--- src/rtl/core/tpfla_pkg.sv ---
// Shared types, codes and geometry helpers for the three-pool page allocator.
// No dependencies; imported by the front, back, top-level and checker modules.
package tpfla_pkg;

    localparam int DEF_MAX_AREA_PAGES = 4096;
    localparam int DEF_PAGE_BYTES     = 4096;

    localparam int ADDR_W     = 64;
    localparam int OPC_W      = 2;
    localparam int POOL_W     = 2;
    localparam int STATUS_W   = 2;
    localparam int FREE_W     = 13;
    localparam int ORDER_W    = 4;
    localparam int CFG_IDX_W  = 2;
    localparam int CFG_DATA_W = 64;
    // Widest pool size or offset over the whole parameter range (65536 pages)
    localparam int GEO_W      = 17;
    // Widest page index over the whole parameter range
    localparam int IDX_MAX_W  = 16;
    localparam int CMDQ_DEPTH = 2;

    localparam int S_FIELDS_W = OPC_W + POOL_W + ADDR_W;
    localparam int S_TDATA_W  = ((S_FIELDS_W + 7) / 8) * 8;
    localparam int S_PAD_W    = S_TDATA_W - S_FIELDS_W;
    localparam int M_FIELDS_W = STATUS_W + ADDR_W + FREE_W;
    localparam int M_TDATA_W  = ((M_FIELDS_W + 7) / 8) * 8;
    localparam int M_PAD_W    = M_TDATA_W - M_FIELDS_W;

    localparam logic [ADDR_W-1:0]  RST_AREA_BASE  = '0;
    localparam logic [ORDER_W-1:0] RST_AREA_ORDER = 4'd12;
    localparam logic [ORDER_W-1:0] RST_TOP_ORDER  = 4'd0;
    localparam logic [ORDER_W-1:0] RST_MID_ORDER  = 4'd2;

    localparam logic [POOL_W-1:0] POOL_TOP  = 2'd0;
    localparam logic [POOL_W-1:0] POOL_MID  = 2'd1;
    localparam logic [POOL_W-1:0] POOL_LEAF = 2'd2;

    typedef enum logic [OPC_W-1:0] {
        OP_INIT  = 2'd0,
        OP_ALLOC = 2'd1,
        OP_FREE  = 2'd2,
        OP_CHECK = 2'd3
    } opcode_t;

    typedef enum logic [STATUS_W-1:0] {
        ST_OK           = 2'd0,
        ST_EMPTY        = 2'd1,
        ST_MISALIGNED   = 2'd2,
        ST_OUT_OF_RANGE = 2'd3
    } status_t;

    typedef enum logic [CFG_IDX_W-1:0] {
        REG_AREA_BASE  = 2'd0,
        REG_AREA_ORDER = 2'd1,
        REG_TOP_ORDER  = 2'd2,
        REG_MID_ORDER  = 2'd3
    } cfg_reg_t;

    typedef enum logic [1:0] {
        CMD_INIT,
        CMD_ALLOC,
        CMD_FREE,
        CMD_REPORT
    } cmd_kind_t;

    typedef enum logic [1:0] {
        BK_IDLE,
        BK_ALLOC_RD,
        BK_INIT_SWEEP,
        BK_INIT_DONE
    } back_state_t;

    typedef struct packed {
        cmd_kind_t              kind;
        logic [POOL_W-1:0]      pool;
        logic [IDX_MAX_W-1:0]   idx;
        status_t                status;
    } cmd_t;

    typedef struct packed {
        logic [GEO_W-1:0] top_size;
        logic [GEO_W-1:0] mid_size;
        logic [GEO_W-1:0] leaf_size;
        logic [GEO_W-1:0] mid_off;
        logic [GEO_W-1:0] leaf_off;
        logic [GEO_W-1:0] max_size;
    } geo_t;

    function automatic logic [GEO_W-1:0] pow2_capped(
        input logic [ORDER_W-1:0] order,
        input logic [GEO_W-1:0]   cap
    );
        logic [GEO_W:0] v;
        v = (GEO_W + 1)'(1) << order;
        return (v > {1'b0, cap}) ? cap : v[GEO_W-1:0];
    endfunction

    function automatic geo_t pool_geometry(
        input logic [ORDER_W-1:0] area_order,
        input logic [ORDER_W-1:0] top_order,
        input logic [ORDER_W-1:0] mid_order,
        input logic [GEO_W-1:0]   max_pages
    );
        geo_t             g;
        logic [GEO_W-1:0] total;
        logic [GEO_W-1:0] big;
        total       = pow2_capped(area_order, max_pages);
        g.top_size  = pow2_capped(top_order, total);
        g.mid_size  = pow2_capped(mid_order, total - g.top_size);
        g.leaf_size = total - g.top_size - g.mid_size;
        g.mid_off   = g.top_size;
        g.leaf_off  = g.top_size + g.mid_size;
        big         = (g.top_size > g.mid_size) ? g.top_size : g.mid_size;
        g.max_size  = (big > g.leaf_size) ? big : g.leaf_size;
        return g;
    endfunction

endpackage

--- src/rtl/core/tpfla_front.sv ---
// Front end: accepts input items, computes the pool-relative page number,
// classifies the item into a back-end command. Depends on tpfla_pkg.
module tpfla_front #(
    parameter int PAGE_BYTES = tpfla_pkg::DEF_PAGE_BYTES
) (
    input  logic                        aclk,
    input  logic                        aresetn,
    input  logic                        in_valid,
    output logic                        in_ready,
    input  logic [tpfla_pkg::OPC_W-1:0]  in_opcode,
    input  logic [tpfla_pkg::POOL_W-1:0] in_pool,
    input  logic [tpfla_pkg::ADDR_W-1:0] in_page_address,
    input  logic [tpfla_pkg::ADDR_W-1:0] area_base,
    input  tpfla_pkg::geo_t             geo,
    output logic                        push_valid,
    input  logic                        push_ready,
    output tpfla_pkg::cmd_t             push_cmd
);
    import tpfla_pkg::*;

    localparam int PAGE_SHIFT = $clog2(PAGE_BYTES);

    logic                a_valid_reg;
    logic [OPC_W-1:0]    a_opcode_reg;
    logic [POOL_W-1:0]   a_pool_reg;
    logic                a_misaligned_reg;
    logic [ADDR_W-1:0]   a_diff_reg;

    logic [ADDR_W-1:0]   page_num;
    logic [ADDR_W-1:0]   rel_page;
    logic [POOL_W-1:0]   sel_pool;
    logic [GEO_W-1:0]    sel_off;
    logic [GEO_W-1:0]    sel_size;
    logic                out_of_range;

    assign in_ready = !a_valid_reg || push_ready;

    always_ff @(posedge aclk) begin
        if (!aresetn) begin
            a_valid_reg <= 1'b0;
        end else if (in_ready) begin
            a_valid_reg <= in_valid;
        end
    end

    // Address minus base is taken here so the classify stage has one wide subtract.
    always_ff @(posedge aclk) begin
        if (in_valid && in_ready) begin
            a_opcode_reg     <= in_opcode;
            a_pool_reg       <= in_pool;
            a_misaligned_reg <= |in_page_address[PAGE_SHIFT-1:0];
            a_diff_reg       <= in_page_address - area_base;
        end
    end

    assign page_num = a_diff_reg >> PAGE_SHIFT;
    assign sel_pool = (a_opcode_reg == OP_CHECK) ? POOL_LEAF : a_pool_reg;

    always_comb begin
        case (sel_pool)
            POOL_TOP: begin
                sel_off  = '0;
                sel_size = geo.top_size;
            end
            POOL_MID: begin
                sel_off  = geo.mid_off;
                sel_size = geo.mid_size;
            end
            POOL_LEAF: begin
                sel_off  = geo.leaf_off;
                sel_size = geo.leaf_size;
            end
            default: begin
                // no such pool: an empty range rejects every page
                sel_off  = '0;
                sel_size = '0;
            end
        endcase
    end

    assign rel_page     = page_num - ADDR_W'(sel_off);
    assign out_of_range = rel_page >= ADDR_W'(sel_size);

    always_comb begin
        push_cmd.kind   = CMD_REPORT;
        push_cmd.pool   = a_pool_reg;
        push_cmd.idx    = rel_page[IDX_MAX_W-1:0];
        push_cmd.status = ST_OK;
        case (a_opcode_reg)
            OP_INIT: begin
                push_cmd.kind = CMD_INIT;
            end
            OP_ALLOC: begin
                if (a_pool_reg > POOL_LEAF) begin
                    push_cmd.status = ST_OUT_OF_RANGE;
                end else begin
                    push_cmd.kind = CMD_ALLOC;
                end
            end
            OP_FREE: begin
                if (a_misaligned_reg) begin
                    push_cmd.status = ST_MISALIGNED;
                end else if (out_of_range) begin
                    push_cmd.status = ST_OUT_OF_RANGE;
                end else begin
                    push_cmd.kind = CMD_FREE;
                end
            end
            OP_CHECK: begin
                push_cmd.status = out_of_range ? ST_OUT_OF_RANGE : ST_OK;
            end
            default: begin
                push_cmd.kind = CMD_REPORT;
            end
        endcase
    end

    assign push_valid = a_valid_reg;

endmodule

--- config.mk ---
export PLATFORM = sky130hd
export DESIGN_NAME = tpfla_front
export DESIGN_NICKNAME = d
export VERILOG_FILES = /design/src/rtl/core/tpfla_pkg.sv /design/src/rtl/core/tpfla_front.sv
export SDC_FILE = /design/constraint.sdc
export NUM_CORES = 1
export LEC_CHECK = 0
export BUFFER_PORTS_ARGS = -buffer_cell sky130_fd_sc_hd__buf_2
export CORE_MARGIN = 4
export CORE_UTILIZATION = 51
export DETAILED_ROUTE_END_ITERATION = 10
export GPL_TIMING_DRIVEN = 0
export PLACE_DENSITY = 0.85
export SLEW_MARGIN = 25
export SYNTH_ARGS = -nofsm -noshare
export SYNTH_HDL_FRONTEND = slang
export SYNTH_SLANG_ARGS = --single-unit
--- constraint.sdc ---
create_clock -name aclk -period 19.2 [get_ports aclk]
set_clock_uncertainty 0.2 [all_clocks]
set_input_delay 1.92 -clock aclk [delete_from_list [all_inputs] [get_ports aclk]]
set_output_delay 1.92 -clock aclk [all_outputs]
set_load 0.1 [all_outputs]
==> results.toml <==
[power_and_ir_drop]
p_leak_nw = 4.39
peakVddDrop_mv = 0.0472
pwr_density_cell_nw_per_um2 = 79.7

[worst_hold_path]
hold_class = "flip-flop to flip-flop"

[place]
io_buffers = 244
dp_hpwl_um = 17500
gp_congestion = 0.949

[synth]
syn_area_sq_um = 7500
synth_ff_type = "edfxtp_1"
netlist_instances = 903
synthArstFlopShare_pct = 0
syn_nets = 1242
yosys_register_bits = 58
synth_edf_count = 57
synth-seq-area-share_pct = 23.1
yosys_warnings = 0
syn_avg_cell_area_sq_um = 8.31
synthDistinctLibCells = 70

[global_route]
top_usage_layer = "met2"
grt_usage_pct = 24.4
use_met2_pct = 41.6
globalRoute.totalOverflow = 0
antenna_found_initial = 0
grt_pass1_wl_um = 34000
grt_max_degree = 58
grtUsageMet1_pct = 33.5
met3_usage_pct = 2.10
grt_pass1_vias = 7364

[floorplan]
ios = 262
die_area_sq_um = 16700
die_h_um = 129
core_area_sq_um = 14500
start_util_pct = 51.8
die_x_um = 129
row_count = 44

[clocking]
post_cts_buffers = 0
htree_levels = 3
cts-root-buf = "clkbuf_16"
insertion_delay_ns = 0.33
numCtsBuffers = 9
cts_tree = "built"
cts_resized = 0
clk_path_buf_depth = 2
hold_buffers = 0
numClockSinks = 58
clk_pin_slew_worst_paths_ns = 0.05

[route]
wl_um = 21000
drt_first_pass_iters = 6
via_per_inst = 5.83
routedWlPerCell_um = 15.6
drc = 0
vias = 7865
ant_nets = 0
drtIter0Drc = 652

[setup_path]
worstSetupPathType = "flip-flop to primary output"
cp.required_ns = 17.08
end_kind = "primary output"
max_stage_delay_ns = 0.47
crit_path_start_kind = "flip-flop"
slowest_stage = "edfxtp_1"
path_max_fanout = 10
crit_path_frequent_cell = "nand2_1"
arrival_ns = 7.60

[layout]
largest_register_ff_count = 52
final_common_cell = "buf_2"
antenna_cells = 0
nets = 1498
area_growth_pct = 23.6
fin_util_pct = 64.0
final_cell_mix = "buf_2, ha_1, inv_1"
drive_above_1_share_pct = 26.4
fill_cells = 1275

[sta]
relSlewSlack_pct = 37.4
setup_viol = 0
rsz0062_at_grt = "false"
fmax_ghz = 0.103
worst_pin_slew_ns = 0.916
fin_crit_ns = 9.72
hold_viol_final = 0
finalMaxSlewViolations = 0
finalCritPeriodShare_pct = 50.6
tns_ns = 0

[flow_run]
maxCapViolCount = 0

[run_status]
status = "complete, no violations"
[where the power goes]
group,leakage [nW],switching (W),internal (W)
registers,0.557,0.0000109,0.000163
logic,3.70,0.000274,0.000135
clock network,0.136,0.0000552,0.0000998
[synthesized netlist by cell type, drive strengths merged (3+ instances only)]
master,instances,area (sq um)
nand3b,4,30.0
clkbuf,23,86.3
nand4,18,113
nand2b,14,87.6
or4,8,65.1
o21ai,41,205
nor4,6,37.5
or3,4,30.0
o31a,3,26.3
nor3,14,70.1
o41ai,3,26.3
a311oi,4,35.0
and4,5,43.8
a221oi,4,35.0
a31oi,13,81.3
edfxtp,57,1710
inv,83,312
and3,13,81.3
o21bai,14,105
ha,100,1250
or2,37,231
a21boi,7,52.6
nand2,53,199
nor2,51,191
xnor2,41,359
a21oi,78,390
a22oi,19,143
xor2,23,201
o31ai,8,60.1
nand3,14,70.1
a222oi,17,170
a2bb2oi,3,26.3
a21o,43,324
and2,13,81.3
o21a,9,67.6
a2111oi,7,67.6
a211oi,6,45.0
nor2b,12,75.1
[layout make-up]
class,count,area [sq um],share of cell area [%]
Buffer,23,86.3,0.931
Clock inverter,5,55.1,0.594
Sequential cell,58,1730,18.7
Clock buffer,11,233,2.51
Tap cell,184,230,2.48
Multi-Input combinational cell,739,5370,58.0
Inverter,83,312,3.36
Timing Repair Buffer,245,1250,13.5
[critical path: cells and delay by family, from the launching register on]
family	cells	cell delay, ns
and+or+nand+nor	11	2.49
adders and majority gates	3	0.85
xor gates and xnor gates	1	0.10
DFF	1	0.47
AOI/OAI and AO/OA	9	2.20
buffers and inverters	4	1.14
[per-layer routing]
metal  vias to the layer above  routed length [um]
met1                      3595                9260
met2                       315               10000
met4                         0                 379
li1                       3917                   -
met3                        38                1380
met5                         -                   0
[path summary, 6_finish.rpt]
path	startpoint	endpoint	slack (ns)	depth (start not counted)
min	push_valid$_SDFFE_PN0N_	push_valid$_SDFFE_PN0N_	0.34	2
min reg2reg	push_valid$_SDFFE_PN0N_	push_valid$_SDFFE_PN0N_	0.34	2
max reg2reg	push_valid$_SDFFE_PN0N_	a_diff_reg[25]$_DFFE_PP_	17.80	3
max	a_opcode_reg[1]$_DFFE_PP_	push_cmd[20]	9.48	28
[cell families (layout without fill, tap and decap cells)]
family / after synthesis / count (layout) / share of synthesized area, %
AO/OA/AOI/OAI: 299 / 299 / 27.2
AND/OR/NAND/NOR: 273 / 273 / 19.7
buffers and inverters: 106 / 367 / 5.31
adder cells (fa/ha/maj): 101 / 101 / 17.0
XOR/XNOR: 64 / 64 / 7.47
flip-flops: 58 / 58 / 23.1
multiplexers: 2 / 2 / 0.284
[stage by stage]
step | total power (W) | area [sq um] | worst slack [ns] | std cells | hold WS (ns)
6_report | 0.000738 | 9270 | 9.48 | 1348 | 0.336
5_1_grt | 0.000781 | 9270 | 8.76 | 1348 | 0.372
4_1_cts | 0.000737 | 9270 | 9.57 | 1348 | 0.344
3_5_place_dp | 0.000581 | 8980 | 9.70 | 1332 | 0.336
3_3_place_gp | 0.000574 | 8950 | 9.78 | 1331 | 0.305
2_1_floorplan | 0.000485 | 7500 | 8.51 | 903 | 1.58
(Power assumes the default switching activity.)
