<file path="src/rtl/core/tpfla_queue.sv">
// Short command queue between the front and back ends.
// Flip-flop storage; no dependencies.
module tpfla_queue #(
    parameter int WIDTH = 24,
    parameter int DEPTH = 2
) (
    input  logic             aclk,
    input  logic             aresetn,
    input  logic             push_valid,
    output logic             push_ready,
    input  logic [WIDTH-1:0] push_data,
    output logic             pop_valid,
    input  logic             pop_ready,
    output logic [WIDTH-1:0] pop_data
);

    localparam int PTR_W = $clog2(DEPTH);
    localparam int CNT_W = $clog2(DEPTH + 1);

    logic [WIDTH-1:0] entries_reg [DEPTH];
    logic [PTR_W-1:0] wr_ptr_reg;
    logic [PTR_W-1:0] rd_ptr_reg;
    logic [CNT_W-1:0] count_reg;
    logic             do_push;
    logic             do_pop;

    assign push_ready = count_reg != CNT_W'(DEPTH);
    assign pop_valid  = count_reg != '0;
    assign pop_data   = entries_reg[rd_ptr_reg];
    assign do_push    = push_valid && push_ready;
    assign do_pop     = pop_valid && pop_ready;

    always_ff @(posedge aclk) begin
        if (!aresetn) begin
            wr_ptr_reg <= '0;
            rd_ptr_reg <= '0;
            count_reg  <= '0;
        end else begin
            if (do_push) begin
                wr_ptr_reg <= (wr_ptr_reg == PTR_W'(DEPTH - 1)) ? '0 : wr_ptr_reg + PTR_W'(1);
            end
            if (do_pop) begin
                rd_ptr_reg <= (rd_ptr_reg == PTR_W'(DEPTH - 1)) ? '0 : rd_ptr_reg + PTR_W'(1);
            end
            if (do_push && !do_pop) begin
                count_reg <= count_reg + CNT_W'(1);
            end else if (do_pop && !do_push) begin
                count_reg <= count_reg - CNT_W'(1);
            end
        end
    end

    always_ff @(posedge aclk) begin
        if (do_push) begin
            entries_reg[wr_ptr_reg] <= push_data;
        end
    end

endmodule

</file>
<file path="config.mk">
export PLATFORM = sky130hd
export DESIGN_NAME = tpfla_queue
export DESIGN_NICKNAME = d
export VERILOG_FILES = /design/src/rtl/core/tpfla_queue.sv
export SDC_FILE = /design/constraint.sdc
export NUM_CORES = 1
export LEC_CHECK = 0
export ABC_AREA = 1
export BUFFER_PORTS_ARGS = -buffer_cell sky130_fd_sc_hd__buf_2
export CORE_MARGIN = 4
export CORE_UTILIZATION = 39
export CTS_BUF_LIST = sky130_fd_sc_hd__clkbuf_8
export CTS_CLUSTER_SIZE = 14
export DETAILED_ROUTE_END_ITERATION = 7
export HOLD_SLACK_MARGIN = 0.1
export PLACE_DENSITY = 0.64
export SLEW_MARGIN = 20
export SYNTH_ARGS = -nofsm -noshare
export SYNTH_HDL_FRONTEND = slang
export SYNTH_SLANG_ARGS = --single-unit
</file>
<file path="constraint.sdc">
create_clock -name aclk -period 3.4 [get_ports aclk]
set_clock_uncertainty 0.2 [all_clocks]
set_input_delay 1.02 -clock aclk [delete_from_list [all_inputs] [get_ports aclk]]
set_output_delay 1.02 -clock aclk [all_outputs]
set_load 0.01 [all_outputs]
</file>
==> out/metrics.cfg, run 1 <==
[outcome]
status = finished clean

[placed_design]
dpl_cell_area_sq_um = 2420
gp_congestion = 0.644
dp_hpwl_um = 2590
io_buffers = 53

[critical_path]
r2r_end = entries_reg[0][12]
cp_max_fo = 17
crit_slowest_cell = dfxtp_1
critPathCaptureType = output port
path_cells = buf_12 -> mux2_2 -> buf_2
cp.required_ns = 2.18
crit_buf_inv = 2
rr_worst_depth = 5
critPathArrivalTime_ns = 1.65
cpPeakStageDelay_ns = 0.63
reg2reg_slack_ns = 1.44
path_delay_family = flip-flops
setup.worst_path.class = register to output port
critPathLaunchType = register
rr_startpoint = count_reg[0]

[clock_network]
clkLatencyLatePin_ns = 0.29
holdBufCountCts = 0
path_clk_slew_ns = 0.09
ctsResizeCount = 0
cts_inserted_buffers = 5
cts_tree = built
h-tree-depth = 2
clkSinkCount = 53
postCtsSetupRepairBufs = 0
root_buffer = clkbuf_8
clk_path_buf_depth = 2

[floorplan]
die_area_sq_um = 6570
core_sq_um = 5140
die_w_um = 81.0
rows = 26
start_util_pct = 40.5
die_h_um = 81.0
io_pins = 54

[worst_hold_path]
hold_path.class = register to register
hold_depth = 2
whs_endpoint = rd_ptr_reg
worstHoldStart = rd_ptr_reg

[sta]
relSlewSlack_pct = 57.9
setup_viol = 0
whs_ns = 0.321
final_hold_viol_count = 0
final.setup.tns_ns = 0
worstMarginPinSlew_ns = 0.630
fin_crit_sh_pct = 84.3
fin_crit_ns = 2.87
drv_slew = 0
grt_setup_unrepaired = no
fmax_ghz = 0.349

[yosys]
synth_cell_types = 17
synth_cells = 112
synth.area.top_cells = edfxtp_1, mux2_4, dfxtp_1, mux2_2, buf_12
syn_area_per_cell_sq_um = 18.6
synthesis.area_sq_um = 2080
synth-edff-count = 48
synth_commonest_cells = edfxtp_1, mux2_4, nand2_1, nor2_1, inv_1
ys_ff_latch = 53
post-synth-top-count-cell = edfxtp_1
yosys_warnings = 0
synthesis.nets = 141
yosysTopAreaCell = edfxtp_1
ys_async_sr_fraction_pct = 0
yosysSeqAreaShare_pct = 74.1
synth_flop_cell = edfxtp_1
synth_top_area_share_pct = 69.3

[global_routing]
antenna_found_initial = 0
grt_pass1_wl_um = 5330
met3_usage_pct = 4.66
grt_max_degree = 18
grt_overflow = 0
grt_busiest_layer = met2
grtUsageMet2_pct = 18.6
use_met1_pct = 13.0
grt_usage_pct = 11.3
grt_pass1_vias = 1125

[run]
cap_viol_max_count = 0

[drt]
drt_iter0_drc = 34
ant_nets = 0
post_drt_wl_per_cell_um = 14.2
remaining_drc_errors = 0
wl_um = 3460
post_drt_via_cell_ratio = 4.60
drt-pass1-iter-count = 4
vias = 1119

[layout]
diodes = 0
finalInstanceArea_sq_um = 2520
area_growth_pct = 21.0
drive_gt1_share_pct = 53.2
regArea_sq_um = 1540
nNetsFinal = 201
fillers = 470
multiInputGateArea_sq_um = 463
largest_reg_flops = 48

[power_and_ir_drop]
power_density_nw_per_um2 = 687
leakage_uw = 0.00101
peakVddDrop_mv = 0.329

-- area by class of cell --
cell class              instances  share of cell area, %
repair buffers                 56                   11.9
flip-flops and latches         53                   61.2
clock buffers                   6                   3.28
inverters                       8                   1.19
clock inverters                 2                  0.546
well taps                      70                   3.48
multi-input cells              48                   18.4
-- placed cells by master, fill, tap and decap left out, types with 2 or more instances in the layout --
cell	synthesis	layout
buf_2	0	53
nor2_1	8	6
dfxtp_1	5	5
clkbuf_8	0	6
inv_1	7	7
edfxtp_1	48	48
nor2_2	0	2
mux2_2	4	4
mux2_4	20	20
o21ai_0	2	2
nand2_1	8	8
buf_4	0	2
-- worst max-delay path by stage --
stage / from / end / slack [ns] / cells past startpoint
2_1_floorplan: push_valid / entries_reg[1][0] / 0.68 / 2
3_3_place_gp: register / pop_data[8] / 0.85 / 3
3_5_place_dp: push_valid / entries_reg[1][5] / 0.83 / 4
4_1_cts: register / pop_data[8] / 0.49 / 3
5_1_grt: register / pop_data[8] / 0.39 / 3
6_report: register / pop_data[8] / 0.53 / 3
-- report_power, final --
group / total, uW / internal, uW / switching, uW
registers: 870 / 825 / 45.5
logic: 502 / 247 / 255
clock network: 357 / 165 / 192
-- metal layers --
layer	vias up	share of wire [%]
li1	527	-
met1	545	39
met2	40	51
met3	7	8.7
met4	0	1.2
met5	-	0
-- per-stage QoR --
stage	total power [uW]	instances	setup WS, ns	util (%)
6_report	1730	243	0.535	49.0
3_3_place_gp	1370	235	0.855	47.1
3_5_place_dp	1400	235	0.831	47.1
4_1_cts	1750	243	0.490	49.0
2_1_floorplan	1240	112	0.683	-
5_1_grt	1830	243	0.392	49.0
-- worst reg2reg max path, cell delays in order (launching register included) --
cell and delay, ns:
dfxtp_1 0.37, inv_2 0.08, nand2_1 0.09, nand2_2 0.08
nor2_2 0.50, buf_4 0.34
-- cell families (layout without fill, tap and decap cells) --
family / Yosys count / after routing / synth area share, %
AO/OA/AOI/OAI: 4 / 4 / 1.08
buffers and inverters: 11 / 72 / 3.91
flip-flops: 53 / 53 / 74.1
multiplexers: 24 / 24 / 16.6
adder cells (fa/ha/maj): 1 / 1 / 0.601
AND/OR/NAND/NOR: 19 / 19 / 3.73
No activity file was read; power rests on OpenSTA's default activity.
==> run 2, diff against run 1 <==
--- a/config.mk
+++ b/config.mk
@@ -13,7 +13,7 @@
 export CTS_CLUSTER_SIZE = 14
 export DETAILED_ROUTE_END_ITERATION = 7
 export HOLD_SLACK_MARGIN = 0.1
-export PLACE_DENSITY = 0.64
+export PLACE_DENSITY = 0.66
 export SLEW_MARGIN = 20
 export SYNTH_ARGS = -nofsm -noshare
 export SYNTH_HDL_FRONTEND = slang
==> constraint.sdc (replaced) <==
create_clock -name aclk -period 2.3 [get_ports aclk]
set_clock_uncertainty 0.2 [all_clocks]
set_input_delay 0.69 -clock aclk [delete_from_list [all_inputs] [get_ports aclk]]
set_output_delay 0.69 -clock aclk [all_outputs]
set_load 0.01 [all_outputs]
==> run 2 against run 1 <==
Sequential power increased by 47%; sequential share of layout area decreased by 0.87 points; non-clock buffer count increased by 4; combinational power increased by 55%; register-to-register slack got worse by 0.75 ns; utilization increased by 0.83 points; clock-buffer cell count decreased by 1; final area increased by 1.7%; total power increased by 48%; critical path depth unchanged; largest cell class unchanged.
==> out/metrics.cfg, run 2 (same netlist as run 1, synthesis figures left out) <==
[sta]
final.setup.tns_ns = 0  ; unchanged
worstMarginPinSlew_ns = 0.217  ; was 0.630 ns
fmax_ghz = 0.451
fin_crit_ns = 2.22
fin_crit_sh_pct = 96.3
relSlewSlack_pct = 85.5  ; was 57.9%
grt_setup_unrepaired = no  ; unchanged
setup_viol = 0  ; unchanged
drv_slew = 0  ; unchanged
final_hold_viol_count = 0  ; unchanged

[layout]
nNetsFinal = 205  ; was 201
multiInputGateArea_sq_um = 463  ; unchanged
diodes = 0  ; unchanged
drive_gt1_share_pct = 54.2  ; was 53.2%
fillers = 465  ; was 470
final_cell_mix = buf_2, edfxtp_1, mux2_4, nand2_1, inv_1  ; unchanged
largest_reg_flops = 48  ; unchanged
fin_util_pct = 49.8  ; was 49.0%
area_growth_pct = 23.1  ; was 21.0%
finalInstanceArea_sq_um = 2560  ; was 2520 sq um
layout_commonest_cell = buf_2  ; unchanged
regArea_sq_um = 1550  ; was 1540 sq um

[drt]
vias = 1107  ; was 1119
drt-pass1-iter-count = 4  ; unchanged
remaining_drc_errors = 0  ; unchanged
post_drt_wl_per_cell_um = 13.8  ; was 14.2 um
wl_um = 3420  ; was 3460 um
post_drt_via_cell_ratio = 4.48  ; was 4.60
drt_iter0_drc = 25  ; was 34
ant_nets = 0  ; unchanged

[critical_path]
path_cells = clkbuf_16 -> mux2_4 -> buf_2  ; was buf_12 -> mux2_2 -> buf_2
setup.worst_path.class = register to output port  ; unchanged
path_delay_family = flip-flops  ; unchanged
crit_buf_inv = 2  ; unchanged
cp_max_fo = 9  ; was 17
critPathLaunchType = register  ; unchanged
cpPeakStageDelay_ns = 0.41  ; was 0.63 ns
critPathArrivalTime_ns = 1.33  ; was 1.65 ns
critPathCaptureType = output port  ; unchanged
cp.required_ns = 1.41  ; was 2.18 ns
crit_slowest_cell = dfxtp_4  ; was dfxtp_1

[global_routing]
grt_pass1_wl_um = 5240  ; was 5330 um
grt_usage_pct = 10.7  ; was 11.3%
antenna_found_initial = 0  ; unchanged
grt_pass1_vias = 1165  ; was 1125
grt_overflow = 0  ; unchanged
grt_max_degree = 20  ; was 18

[placed_design]
io_buffers = 53  ; unchanged
dpl_cell_area_sq_um = 2440  ; was 2420 sq um
dp_hpwl_um = 2520  ; was 2590 um
gp_congestion = 0.662  ; was 0.644

[floorplan]
core_sq_um = 5140  ; unchanged
die_area_sq_um = 6570  ; unchanged
die_w_um = 81.0  ; unchanged
rows = 26  ; unchanged
start_util_pct = 40.5  ; unchanged
io_pins = 54  ; unchanged
die_h_um = 81.0  ; unchanged

[worst_hold_path]
hold_path.class = register to register  ; unchanged

[clock_network]
path_clk_slew_ns = 0.09  ; about the same
clkLatencyLatePin_ns = 0.29  ; about the same
root_buffer = clkbuf_8  ; unchanged
h-tree-depth = 2  ; unchanged
clkSinkCount = 53  ; unchanged
cts_inserted_buffers = 5  ; unchanged
cts_tree = built  ; unchanged
postCtsSetupRepairBufs = 0  ; unchanged
clk_path_buf_depth = 2  ; unchanged

[power_and_ir_drop]
leakage_uw = 0.00103  ; was 0.00101 uW
power_density_nw_per_um2 = 998  ; was 687 nW/um^2
power_uw = 2560  ; was 1730 uW
peakVddDrop_mv = 0.506  ; was 0.329 mV

[run]
cap_viol_max_count = 0  ; unchanged

[outcome]
status = finished clean  ; unchanged

[run 2: timing repair]
action                                  4_1_cts  5_1_grt
endpoints found under the setup margin       20        2
cloned                                        0        1
gates resized for setup                       1        1
hold buffers                                  0        0
[run 2: layer usage]
layer  vias to the layer above  track usage (%)  wire (um)
met1                       531             10.8       1280
li1                        534                -          -
met3                         5             3.88        254
met2                        37             20.3       1860
met4                         0             3.04         27
met5                         -                0          0
[run 2: final timing paths]
| path | start | to | slack [ns] | cells past startpoint |
|---|---|---|---|---|
| max reg2reg | count_reg[0] | count_reg[1] | 0.69 | 9 |
| min reg2reg | rd_ptr_reg | rd_ptr_reg | 0.31 | 2 |
| max | register | pop_data[11] | 0.08 | 3 |
| min | rd_ptr_reg | rd_ptr_reg | 0.31 | 2 |
[run 2: metrics by stage]
stage               instances  hold WS, ns  worst slack, ns
detailed placement        238        0.298            0.289
finish                    247        0.313           0.0841
global route              247        0.351           0.0183
CTS                       246        0.321           0.0338
floorplan                 112        0.267          -0.0871
global placement          238        0.281            0.330
[run 2: final cells by class]
| type | count | share of cell area [%] |
|---|---|---|
| flip-flops and latches | 53 | 60.3 |
| repair buffers | 60 | 13.6 |
| multi-input cells | 48 | 18.1 |
| inverters | 8 | 1.17 |
| clock buffers | 5 | 2.69 |
| well taps | 70 | 3.42 |
| clock inverters | 3 | 0.733 |
[run 2: worst min-delay path: cells and delay by family (launching register included)]
kind / cells / cell delay (ns)
flops: 1 / 0.33
simple gates: 2 / 0.15
[run 2: power by group]
part	total, uW	switching (uW)	internal, uW
logic	779	377	402
clock network	494	284	210
registers	1280	60.3	1220
==> run 3, diff against run 2 <==
--- a/config.mk
+++ b/config.mk
@@ -7,14 +7,15 @@
 export LEC_CHECK = 0
 export ABC_AREA = 1
 export BUFFER_PORTS_ARGS = -buffer_cell sky130_fd_sc_hd__buf_2
+export CAP_MARGIN = 20
 export CORE_MARGIN = 4
-export CORE_UTILIZATION = 39
+export CORE_UTILIZATION = 49
 export CTS_BUF_LIST = sky130_fd_sc_hd__clkbuf_8
 export CTS_CLUSTER_SIZE = 14
 export DETAILED_ROUTE_END_ITERATION = 7
 export HOLD_SLACK_MARGIN = 0.1
-export PLACE_DENSITY = 0.66
-export SLEW_MARGIN = 20
+export PLACE_DENSITY = 0.8
+export SLEW_MARGIN = 25
 export SYNTH_ARGS = -nofsm -noshare
 export SYNTH_HDL_FRONTEND = slang
 export SYNTH_SLANG_ARGS = --single-unit
==> run 3 against run 2 <==
Final area is 2.7% lower; combinational power shrank 3.7%; total power decreased by 2.4%; global-route usage grew 2.3 points; sequential power is essentially flat; wire length down 2.4%; sequential share of layout area is 1.5 points higher; worst hold slack worse by 0.0033 ns; critical endpoint is now pop_data[14]; largest cell class unchanged.
==> out/metrics.cfg, run 3 (same netlist as run 1, synthesis figures left out) <==
[layout]
diodes = 0  ; unchanged
drive_gt1_share_pct = 52.8  ; was 54.2%
final_cell_mix = buf_2, edfxtp_1, mux2_4, inv_1, nand2_1  ; was buf_2, edfxtp_1, mux2_4, nand2_1, inv_1
largest_reg_flops = 48  ; unchanged
area_growth_pct = 19.7  ; was 23.1%
layout_commonest_cell = buf_2  ; unchanged
fillers = 301  ; was 465
nNetsFinal = 204  ; was 205

[sta]
fin_crit_ns = 2.26  ; was 2.22 ns
relSlewSlack_pct = 83.2  ; was 85.5%
drv_slew = 0  ; unchanged
grt_setup_unrepaired = yes  ; was no
fin_crit_sh_pct = 98.2  ; was 96.3%
whs_ns = 0.309  ; was 0.313 ns
fmax_ghz = 0.443  ; was 0.451 GHz
worstMarginPinSlew_ns = 0.252  ; was 0.217 ns
setup_viol = 0  ; unchanged
final_hold_viol_count = 0  ; unchanged

[floorplan]
die_w_um = 73.2  ; was 81.0 um
core_sq_um = 4060  ; was 5140 sq um
rows = 23  ; was 26
die_h_um = 73.2  ; was 81.0 um
start_util_pct = 51.3  ; was 40.5%
die_area_sq_um = 5350  ; was 6570 sq um
io_pins = 54  ; unchanged

[drt]
remaining_drc_errors = 0  ; unchanged
drt-pass1-iter-count = 4  ; unchanged
vias = 1114  ; was 1107
post_drt_wl_per_cell_um = 14.7  ; was 13.8 um
ant_nets = 0  ; unchanged
post_drt_via_cell_ratio = 4.93  ; was 4.48
wl_um = 3330  ; was 3420 um
drt_iter0_drc = 40  ; was 25

[run]
cap_viol_max_count = 0  ; unchanged

[critical_path]
crit_slowest_cell = dfxtp_1  ; was dfxtp_4
cp_max_fo = 13  ; was 9
critPathArrivalTime_ns = 1.37  ; was 1.33 ns
setup.worst_path.class = register to output port  ; unchanged
path_delay_family = buffers and inverters  ; was flip-flops
cp.required_ns = 1.41  ; about the same
critPathCaptureType = output port  ; unchanged
path_cells = buf_4 -> mux2_4 -> buf_2  ; was clkbuf_16 -> mux2_4 -> buf_2
critPathLaunchType = register  ; unchanged
crit_buf_inv = 2  ; unchanged
cpPeakStageDelay_ns = 0.34  ; was 0.41 ns

[power_and_ir_drop]
peakVddDrop_mv = 0.602  ; was 0.506 mV
power_density_nw_per_um2 = 1000  ; was 998 nW/um^2
power_uw = 2490  ; was 2560 uW
leakage_uw = 0.00102  ; was 0.00103 uW

[global_routing]
grt_usage_pct = 13.0  ; was 10.7%
grt_overflow = 0  ; unchanged
antenna_found_initial = 0  ; unchanged
grt_max_degree = 16  ; was 20
grt_pass1_vias = 1153  ; was 1165
grt_pass1_wl_um = 5070  ; was 5240 um

[clock_network]
h-tree-depth = 2  ; unchanged
cts_tree = built  ; unchanged
clkLatencyLatePin_ns = 0.29  ; about the same
path_clk_slew_ns = 0.08  ; was 0.09 ns
root_buffer = clkbuf_8  ; unchanged
clk_path_buf_depth = 2  ; unchanged
holdBufCountCts = 0  ; unchanged
cts_inserted_buffers = 5  ; unchanged
clkSinkCount = 53  ; unchanged

[placed_design]
io_buffers = 53  ; unchanged
gp_congestion = 0.649  ; was 0.662
dp_hpwl_um = 2530  ; was 2520 um

[outcome]
status = finished clean  ; unchanged

[worst_hold_path]
hold_path.class = register to register  ; unchanged

run 3: cell count changes in the layout (fill, tap and decap cells not counted), sizes merged:
cell,before,now
clkinvlp,2,1
inv,9,10
clkbuf,6,5
run 3: final cells by class:
type / instances / area (sq um) / share of cell area, %
Timing Repair Buffer: 59 / 310 / 12.5
Sequential cell: 53 / 1540 / 61.9
Clock buffer: 5 / 68.8 / 2.76
Clock inverter: 3 / 15.0 / 0.603
Inverter: 8 / 30.0 / 1.21
Tap cell: 50 / 62.6 / 2.51
Multi-Input combinational cell: 48 / 463 / 18.6
run 3: power breakdown:
group,internal [uW],leakage (uW),switching (uW)
registers,1220,0.000489,50.4
clock network,207,0.0000467,268
logic,369,0.000485,382
total,1790,0.00102,700
run 3: stage by stage:
| stage | utilization (%) | instances | TNS (ns) | cell area (sq um) | setup slack, ns |
|---|---|---|---|---|---|
| after detailed placement | 59.3 | 218 | 0 | 2410 | 0.345 |
| after global routing | 61.4 | 226 | -0.444 | 2490 | -0.0365 |
| after global placement | 59.3 | 218 | 0 | 2410 | 0.383 |
| after floorplan | - | 112 | -4.18 | 2080 | -0.0871 |
| after CTS | 61.4 | 226 | 0 | 2490 | 0.00998 |
| final | 61.4 | 226 | 0 | 2490 | 0.0407 |
run 3: layer usage:
metal,share of wire [%],global-route usage [%],vias to the layer above
met5,0,0,-
met4,0.81,3.07,0
li1,-,-,534
met2,53,23.6,35
met3,6.8,4.96,2
met1,39,14.1,543
run 3: tightest hold or removal path, stage by stage (launching register included):
cell	delay (ns)
dfxtp_1	0.33
nor2_1	0.06
nor2_1	0.09
run 3: timing repair:
item,in CTS,in global routing
endpoints found under the setup margin,0,17
gates resized for setup,0,0
setup buffers,0,0
run 3: path summary, 6_finish.rpt:
check / startpoint / to / slack (ns) / cells after the start
min: rd_ptr_reg / rd_ptr_reg / 0.31 / 2
max: register / pop_data[14] / 0.04 / 3
min reg2reg: rd_ptr_reg / rd_ptr_reg / 0.31 / 2
max reg2reg: count_reg[0] / count_reg[1] / 0.70 / 10
